## src/sv/pim_pkg.sv

```systemverilog
package pim_pkg;

   // Fixed field widths of the request and response transactions
   localparam int TID_W        = 4;
   localparam int PRIO_FIELD_W = 8;

   // Default wait queue depth
   localparam int MAX_THREADS_DEF = 16;

   // Priority bits that are kept; anything above the field width is dropped
   localparam int PRIO_BITS = 8;
   localparam int PRIO_W    = (PRIO_BITS < PRIO_FIELD_W) ? PRIO_BITS : PRIO_FIELD_W;

   typedef enum logic {
      OP_LOCK   = 1'b0,
      OP_UNLOCK = 1'b1
   } op_type;

   typedef enum logic [2:0] {
      STATUS_ACQUIRED         = 3'd0,
      STATUS_BLOCKED          = 3'd1,
      STATUS_RELEASED_IDLE    = 3'd2,
      STATUS_RELEASED_HANDOFF = 3'd3,
      STATUS_REJECTED_FULL    = 3'd4
   } status_type;

   typedef struct packed {
      op_type                  op;
      logic [TID_W-1:0]        thread_id;
      logic [PRIO_FIELD_W-1:0] base_prio;
   } req_type;

   typedef struct packed {
      status_type              status;
      logic [TID_W-1:0]        handoff_thread;
      logic                    boost_valid;
      logic [TID_W-1:0]        boost_thread;
      logic [PRIO_FIELD_W-1:0] boost_prio;
      logic                    restore_valid;
      logic [TID_W-1:0]        restore_thread;
      logic                    owner_valid;
      logic [TID_W-1:0]        owner_thread;
   } rsp_type;

   // One waiter as stored in the wait queue
   typedef struct packed {
      logic [TID_W-1:0]  tid;
      logic [PRIO_W-1:0] prio;
   } waiter_type;

   // Wait queue control and status
   typedef struct packed {
      logic push;
      logic pop;
   } queue_cmd_type;

   typedef struct packed {
      logic       empty;
      logic       full;
      waiter_type head;
   } queue_stat_type;

endpackage

```

## src/sv/pim_wait_queue.sv

```systemverilog
module pim_wait_queue #(
   parameter int MAX_THREADS = pim_pkg::MAX_THREADS_DEF
) (
   input  logic                   clock,
   input  logic                   reset,
   input  pim_pkg::queue_cmd_type cmd,
   input  pim_pkg::waiter_type    push_entry,
   output pim_pkg::queue_stat_type stat
);
   import pim_pkg::*;

   localparam int PTR_W = (MAX_THREADS > 1) ? $clog2(MAX_THREADS) : 1;
   localparam int CNT_W = $clog2(MAX_THREADS + 1);

   logic [PTR_W-1:0] head_ff, head_in;
   logic [PTR_W-1:0] tail_ff, tail_in;
   logic [CNT_W-1:0] count_ff, count_in;

   waiter_type mem [MAX_THREADS];
   waiter_type head_data_ff;

   function automatic logic [PTR_W-1:0] next_ptr(input logic [PTR_W-1:0] p);
      return (p == PTR_W'(MAX_THREADS - 1)) ? '0 : p + 1'b1;
   endfunction

   always_comb begin
      head_in  = cmd.pop  ? next_ptr(head_ff) : head_ff;
      tail_in  = cmd.push ? next_ptr(tail_ff) : tail_ff;
      count_in = count_ff + CNT_W'(cmd.push) - CNT_W'(cmd.pop);
   end

   always_ff @(posedge clock) begin
      if (reset) begin
         head_ff  <= '0;
         tail_ff  <= '0;
         count_ff <= '0;
      end else begin
         head_ff  <= head_in;
         tail_ff  <= tail_in;
         count_ff <= count_in;
      end
   end

   // Keep the entry at the next head prefetched; forward a push into an empty queue
   always_ff @(posedge clock) begin
      if (cmd.push) begin
         mem[tail_ff] <= push_entry;
      end
      if (cmd.push && (tail_ff == head_in)) begin
         head_data_ff <= push_entry;
      end else begin
         head_data_ff <= mem[head_in];
      end
   end

   assign stat.empty = (count_ff == '0);
   assign stat.full  = (count_ff == CNT_W'(MAX_THREADS));
   assign stat.head  = head_data_ff;

endmodule

```

## src/sv/priority_inheritance_mutex_top.sv

```systemverilog
// Priority-inheritance mutex with a FIFO wait queue.
//
// Request channel (req_valid/req_ready/req_data): one lock or unlock
// transaction from a thread, carrying its id and base priority (lower
// number is more urgent). Response channel (rsp_valid/rsp_ready/rsp_data):
// exactly one response transaction per request, in request order, giving
// the status, any handoff to the oldest waiter, any priority boost of the
// owner, any restore of the old owner's priority and the owner afterward.
//
// An accepted request is loaded into the input register, then through the
// decision logic into the response register, and rsp_valid is high from
// then on. Throughput is one transaction per cycle while the receiver does
// not stall; the wait queue keeps its head entry prefetched in a register so
// a handoff needs no extra memory read.
//
// Reset (synchronous, active high) frees the mutex, empties the wait queue
// and drops both pipeline registers. When the receiver stalls, the response
// register holds its transaction and the input register holds the next
// one; req_ready falls only while both are full and rsp_ready is low.
module priority_inheritance_mutex_top #(
   parameter int MAX_THREADS = pim_pkg::MAX_THREADS_DEF
) (
   input  logic             clock,
   input  logic             reset,
   input  logic             req_valid,
   output logic             req_ready,
   input  pim_pkg::req_type req_data,
   output logic             rsp_valid,
   input  logic             rsp_ready,
   output pim_pkg::rsp_type rsp_data
);
   import pim_pkg::*;

   // Input register
   logic    req_valid_ff, req_valid_in;
   req_type req_ff;

   // Response register
   logic    rsp_valid_ff, rsp_valid_in;
   rsp_type rsp_ff, rsp_in;

   // Owner state (the owner is known exactly when the mutex is held)
   logic              held_ff, held_in;
   logic [TID_W-1:0]  owner_id_ff, owner_id_in;
   logic [PRIO_W-1:0] owner_prio_ff, owner_prio_in;

   logic              rsp_free;
   logic              advance;
   logic [PRIO_W-1:0] req_prio;

   queue_cmd_type  q_cmd;
   queue_stat_type q_stat;
   waiter_type     q_push_entry;

   // Advance the input register whenever the response register can take a result
   assign rsp_free  = !rsp_valid_ff || rsp_ready;
   assign advance   = req_valid_ff && rsp_free;
   assign req_ready = !req_valid_ff || rsp_free;

   assign req_prio = req_ff.base_prio[PRIO_W-1:0];

   assign q_push_entry.tid  = req_ff.thread_id;
   assign q_push_entry.prio = req_prio;

   pim_wait_queue #(
      .MAX_THREADS(MAX_THREADS)
   ) u_wait_queue (
      .clock      (clock),
      .reset      (reset),
      .cmd        (q_cmd),
      .push_entry (q_push_entry),
      .stat       (q_stat)
   );

   // Decide the transaction: owner update, queue command and response fields
   always_comb begin
      held_in       = held_ff;
      owner_id_in   = owner_id_ff;
      owner_prio_in = owner_prio_ff;
      q_cmd         = '0;
      rsp_in        = '0;

      if (advance) begin
         unique case (req_ff.op)
            OP_LOCK: begin
               if (!held_ff) begin
                  // Free mutex: grant at once
                  held_in       = 1'b1;
                  owner_id_in   = req_ff.thread_id;
                  owner_prio_in = req_prio;
                  rsp_in.status = STATUS_ACQUIRED;
               end else if (q_stat.full) begin
                  // No room to wait: drop the request untouched
                  rsp_in.status = STATUS_REJECTED_FULL;
               end else begin
                  // Queue the requester; lend its priority if it is more urgent
                  q_cmd.push = 1'b1;
                  rsp_in.status = STATUS_BLOCKED;
                  if (req_prio < owner_prio_ff) begin
                     rsp_in.boost_valid  = 1'b1;
                     rsp_in.boost_thread = owner_id_ff;
                     rsp_in.boost_prio   = PRIO_FIELD_W'(req_prio);
                  end
               end
            end
            OP_UNLOCK: begin
               // Clear the old owner's inheritance, whoever sends the unlock
               rsp_in.restore_valid  = held_ff;
               rsp_in.restore_thread = held_ff ? owner_id_ff : '0;
               if (!q_stat.empty) begin
                  // Hand ownership straight to the oldest waiter
                  q_cmd.pop             = 1'b1;
                  held_in               = 1'b1;
                  owner_id_in           = q_stat.head.tid;
                  owner_prio_in         = q_stat.head.prio;
                  rsp_in.handoff_thread = q_stat.head.tid;
                  rsp_in.status         = STATUS_RELEASED_HANDOFF;
               end else begin
                  held_in       = 1'b0;
                  owner_id_in   = '0;
                  owner_prio_in = '0;
                  rsp_in.status = STATUS_RELEASED_IDLE;
               end
            end
            default: begin
               rsp_in.status = STATUS_RELEASED_IDLE;
            end
         endcase
         rsp_in.owner_valid  = held_in;
         rsp_in.owner_thread = held_in ? owner_id_in : '0;
      end
   end

   always_comb begin
      req_valid_in = req_ready ? req_valid : req_valid_ff;
      if (advance) begin
         rsp_valid_in = 1'b1;
      end else if (rsp_ready) begin
         rsp_valid_in = 1'b0;
      end else begin
         rsp_valid_in = rsp_valid_ff;
      end
   end

   always_ff @(posedge clock) begin
      if (reset) begin
         req_valid_ff  <= 1'b0;
         rsp_valid_ff  <= 1'b0;
         held_ff       <= 1'b0;
         owner_id_ff   <= '0;
         owner_prio_ff <= '0;
      end else begin
         req_valid_ff  <= req_valid_in;
         rsp_valid_ff  <= rsp_valid_in;
         held_ff       <= held_in;
         owner_id_ff   <= owner_id_in;
         owner_prio_ff <= owner_prio_in;
      end
   end

   // Payload registers: load on acceptance, hold otherwise
   always_ff @(posedge clock) begin
      if (req_valid && req_ready) begin
         req_ff <= req_data;
      end
      if (advance) begin
         rsp_ff <= rsp_in;
      end
   end

   assign rsp_valid = rsp_valid_ff;
   assign rsp_data  = rsp_ff;

endmodule

```

## config.mk

```make
export PLATFORM = sky130hd
export DESIGN_NAME = priority_inheritance_mutex_top
export DESIGN_NICKNAME = d
export VERILOG_FILES = /design/src/sv/pim_pkg.sv /design/src/sv/pim_wait_queue.sv /design/src/sv/priority_inheritance_mutex_top.sv
export SDC_FILE = /design/constraint.sdc
export NUM_CORES = 1
export LEC_CHECK = 0
export BUFFER_PORTS_ARGS = -buffer_cell sky130_fd_sc_hd__buf_4
export CAP_MARGIN = 5
export CORE_ASPECT_RATIO = 1.75
export CORE_MARGIN = 5
export CORE_UTILIZATION = 24
export DETAILED_ROUTE_END_ITERATION = 16
export PLACE_DENSITY = 0.49
export RECOVER_POWER = 100
export SLEW_MARGIN = 5
export SYNTH_ARGS = -nofsm -noshare
export SYNTH_HDL_FRONTEND = slang
export SYNTH_SLANG_ARGS = --single-unit
```

## constraint.sdc

```tcl
create_clock -name clock -period 2.7 [get_ports clock]
set_input_delay 0.27 -clock clock [delete_from_list [all_inputs] [get_ports clock]]
set_output_delay 0.27 -clock clock [all_outputs]
set_load 0.005 [all_outputs]
```

==> results.yml <==
cts:
  root_buffer: "clkbuf_16"
  cts_tree: "yes"
  htreeDepth: 1
  clockBufferDepth: 3
  clk_pin_slew_worst_paths_ps: 60
  clock_latency_ps: 530
  cts_sinks: 267
  numCtsBuffers: 25
drt:
  wl_met2_um: 14200
  highest_layer: "met4"
  vias_per_cell: 4.27
  drcViolationCount: 0
  wire_per_inst_um: 18.5
  wl_met1_um: 9700
  firstDrtPassIters: 6
  dr_wl_met3_um: 758
  ant_nets: 0
  wl_um: 25400
  via_count: 5855
  drt_iter0_drc: 295
setup_path:
  crit_buf_inv: 4
  required_ps: 3100
  cp_cell_sequence: "inv_2 -> ha_4 -> nor4b_4 -> or4_4 -> inv_4 -> ha_4 -> inv_2 -> ha_4 -> inv_2 -> fa_2 -> nor2b_2 -> o21bai_2 -> a21oi_2 -> nor3b_2"
  start_kind: "flop"
  worst_setup_path_end_kind: "flop"
  cp_max_fo: 2
  critPathKind: "reg -> reg"
  critPathTopFamily: "adder cells"
  arrival_ps: 2970
  cp_slowest_cell: "or4_4"
  slowest_delay_ps: 450
floorplanning:
  initial_core_util: 0.243
  pin_count: 49
  core_area_mm2: 0.0443
  die_w_um: 170
  rows: 102
  die_h_um: 290
  die_area_mm2: 0.0493
yosys:
  syn-num-nets: 702
  synth_area_mm2: 0.0107
  synthAdderAreaFrac: 0.0228
  synth_edf_count: 235
  synth_xor_area_frac: 0.00163
  synth-seq-cells: 267
  synth_top_family_by_area: "multiplexers"
  synth-compound-area-share: 0.0710
  synthMuxAreaShare: 0.107
  synth.distinct_cells: 52
  avgSynthCellArea_um2: 16.1
  ys_warn_count: 0
  synthArstFlopShare: 0
  syn-instance-count: 666
  synth_flop_cell: "edfxtp_1"
  seq_area_frac_synth: 0.716
  synth-simple-area-share: 0.0523
global_route:
  antenna_found_initial: 0
  grt_max_degree: 49
  grt_first_pass_wirelength_um: 38800
  grt_pass1_vias: 6233
  grt_use_total: 0.103
  overflow: 0
place:
  port_buffers: 48
  dp.cells: 1311
  dp_hpwl_um: 17700
  dp_slack_ps: -84.4
  place_congestion: 0.726
layout:
  antenna_cells: 0
  layout-drive-gt1-share: 0.205
  stdcell_count: 1372
  nets: 818
  mostFrequentLayoutCells: "edfxtp_1 (235), mux2i_1 (68), clkbuf_4 (41), a22oi_1 (32), clkbuf_1 (32)"
  syn2layout_area_growth_pct: 21.6
  final_common_cell: "edfxtp_1"
power_and_ir_drop:
  seq_power_share: 0.498
  p_int_mw: 7.19
  power_density_mw_per_mm2: 717
  p_sw_mw: 2.18
  p_leak_nw: 4.23
  irDropWorstVdd_v: 0.000349
  clkPwrFrac: 0.391
  switching_share: 0.232
  combPwrFrac: 0.111
sta:
  tightest_slew_ps: 1130
  grt_setup_unrepaired: "no"
  drv_slew: 0
  worst_slack_ps: 132
  fin_worst_skew_ps: 12.4
  slew_headroom: 0.245
  fin_hold_ws_ps: 68.3
  finalHoldViolCount: 0
  layout_min_cycle_time_ps: 2570
  finalSetupViolations: 0
  max_freq_mhz: 389
  period_share: 0.951
hold_path:
  hp-class: "in -> reg"
run:
  maxCapViolations: 0
run_status:
  outcome: "complete, no violations"
-- per-stage QoR --
step                      instance area, um^2  total power [mW]  setup TNS (ps)   util
final                                   13100              9.36               0  0.295
after global routing                    13100              9.77               0  0.295
after CTS                               13200              9.53               0  0.298
after detailed placement                12200              5.77           -84.4  0.274
after global placement                  12200              5.76           -18.3  0.274
after floorplan                         10700              5.36               0      -
-- power groups by stage --
stage	Clock [mW]	Combinational (mW)	Sequential, mW
floorplan	0	0.610	4.75
global placement	0	1.01	4.75
detailed placement	0	1.02	4.75
CTS	3.78	1.08	4.66
global route	3.95	1.16	4.67
finish	3.66	1.04	4.66
-- synthesized netlist by cell type, types with 2 or more instances --
library cell,number,area share
a211oi_1,13,0.0091
a21o_1,4,0.0028
a21oi_1,12,0.0056
a22oi_1,32,0.022
a311oi_1,9,0.0073
a31oi_1,5,0.0029
a32oi_1,8,0.0065
and2_1,6,0.0035
and3_1,4,0.0023
buf_1,6,0.0021
buf_2,9,0.0042
buf_4,8,0.0056
clkbuf_1,11,0.0038
dfxtp_1,32,0.060
edfxtp_1,235,0.66
ha_1,18,0.021
inv_1,35,0.012
mux2_2,9,0.0094
mux2i_1,68,0.063
mux4_2,16,0.034
nand2_1,25,0.0087
nand2b_1,5,0.0029
nand3_1,9,0.0042
nor2_1,29,0.010
nor2b_1,10,0.0058
nor3_1,6,0.0028
o211ai_1,5,0.0035
o21a_1,4,0.0028
o21ai_0,5,0.0023
o21bai_1,5,0.0035
or3_1,2,0.0012
-- worst reg2reg max path, delay by kind of cell, from the launching register on --
kind	cells	cell delay [ps]
fa+ha+maj	4	860
flops	1	330
simple gates	4	780
compound gates	2	250
buf+inv	4	230
-- cell type report --
type,instances,area [um^2]
clock buffers,32,692
fillers,4412,31200
repair buffers,123,855
well taps,572,716
flip-flops and latches,267,7700
multi-input cells,328,2810
inverters,37,141
clock inverters,13,151
-- state kept, by name (all words and copies together) (netlist names), named ones only --
signal / flops
rsp_data: 30
owner_prio_ff: 8
u_wait_queue.tail_ff: 4
u_wait_queue.head_ff: 4
req_prio: 8
req_ff: 1
q_push_entry: 4
rsp_valid: 1
req_valid_ff: 1
held_ff: 1
u_wait_queue.count_ff: 5
owner_id_ff: 4
u_wait_queue.mem: 192
-- what timing repair did --
action,4_1_cts,5_1_grt
setup endpoints to repair,1,1
buffers inserted,2,0
gates resized for setup,16,3
hold buffers,14,0
endpoints found under the hold margin,14,0
pin swaps,6,2
-- routing by layer --
metal | GRT usage | vias up
li1 | - | 2813
met1 | 0.114 | 2913
met2 | 0.195 | 93
met3 | 0.0139 | 36
met4 | 0.0366 | 0
met5 | 0 | -
-- worst paths after layout --
kind / start / slack, ps / endpoint / cells past startpoint
worst max register to register: u_wait_queue.count_ff[3] / 130 / u_wait_queue.count_ff[4] / 14
worst min register to register: owner_prio_ff[6] / 500 / owner_prio_ff[6] / 2
worst min-delay path: rsp_ready / 70 / rsp_valid / 3
worst max-delay path: u_wait_queue.count_ff[3] / 130 / u_wait_queue.count_ff[4] / 14
-- cells by family (layout without fill, tap and decap cells) --
| family | after synthesis | after routing |
|---|---|---|
| compound gates | 105 | 105 |
| simple gates | 108 | 108 |
| mux | 94 | 94 |
| buf+inv | 71 | 205 |
| fa+ha+maj | 19 | 19 |
| flops | 267 | 267 |
| xor+xnor | 2 | 2 |
Power figures use the tool's default switching activity.
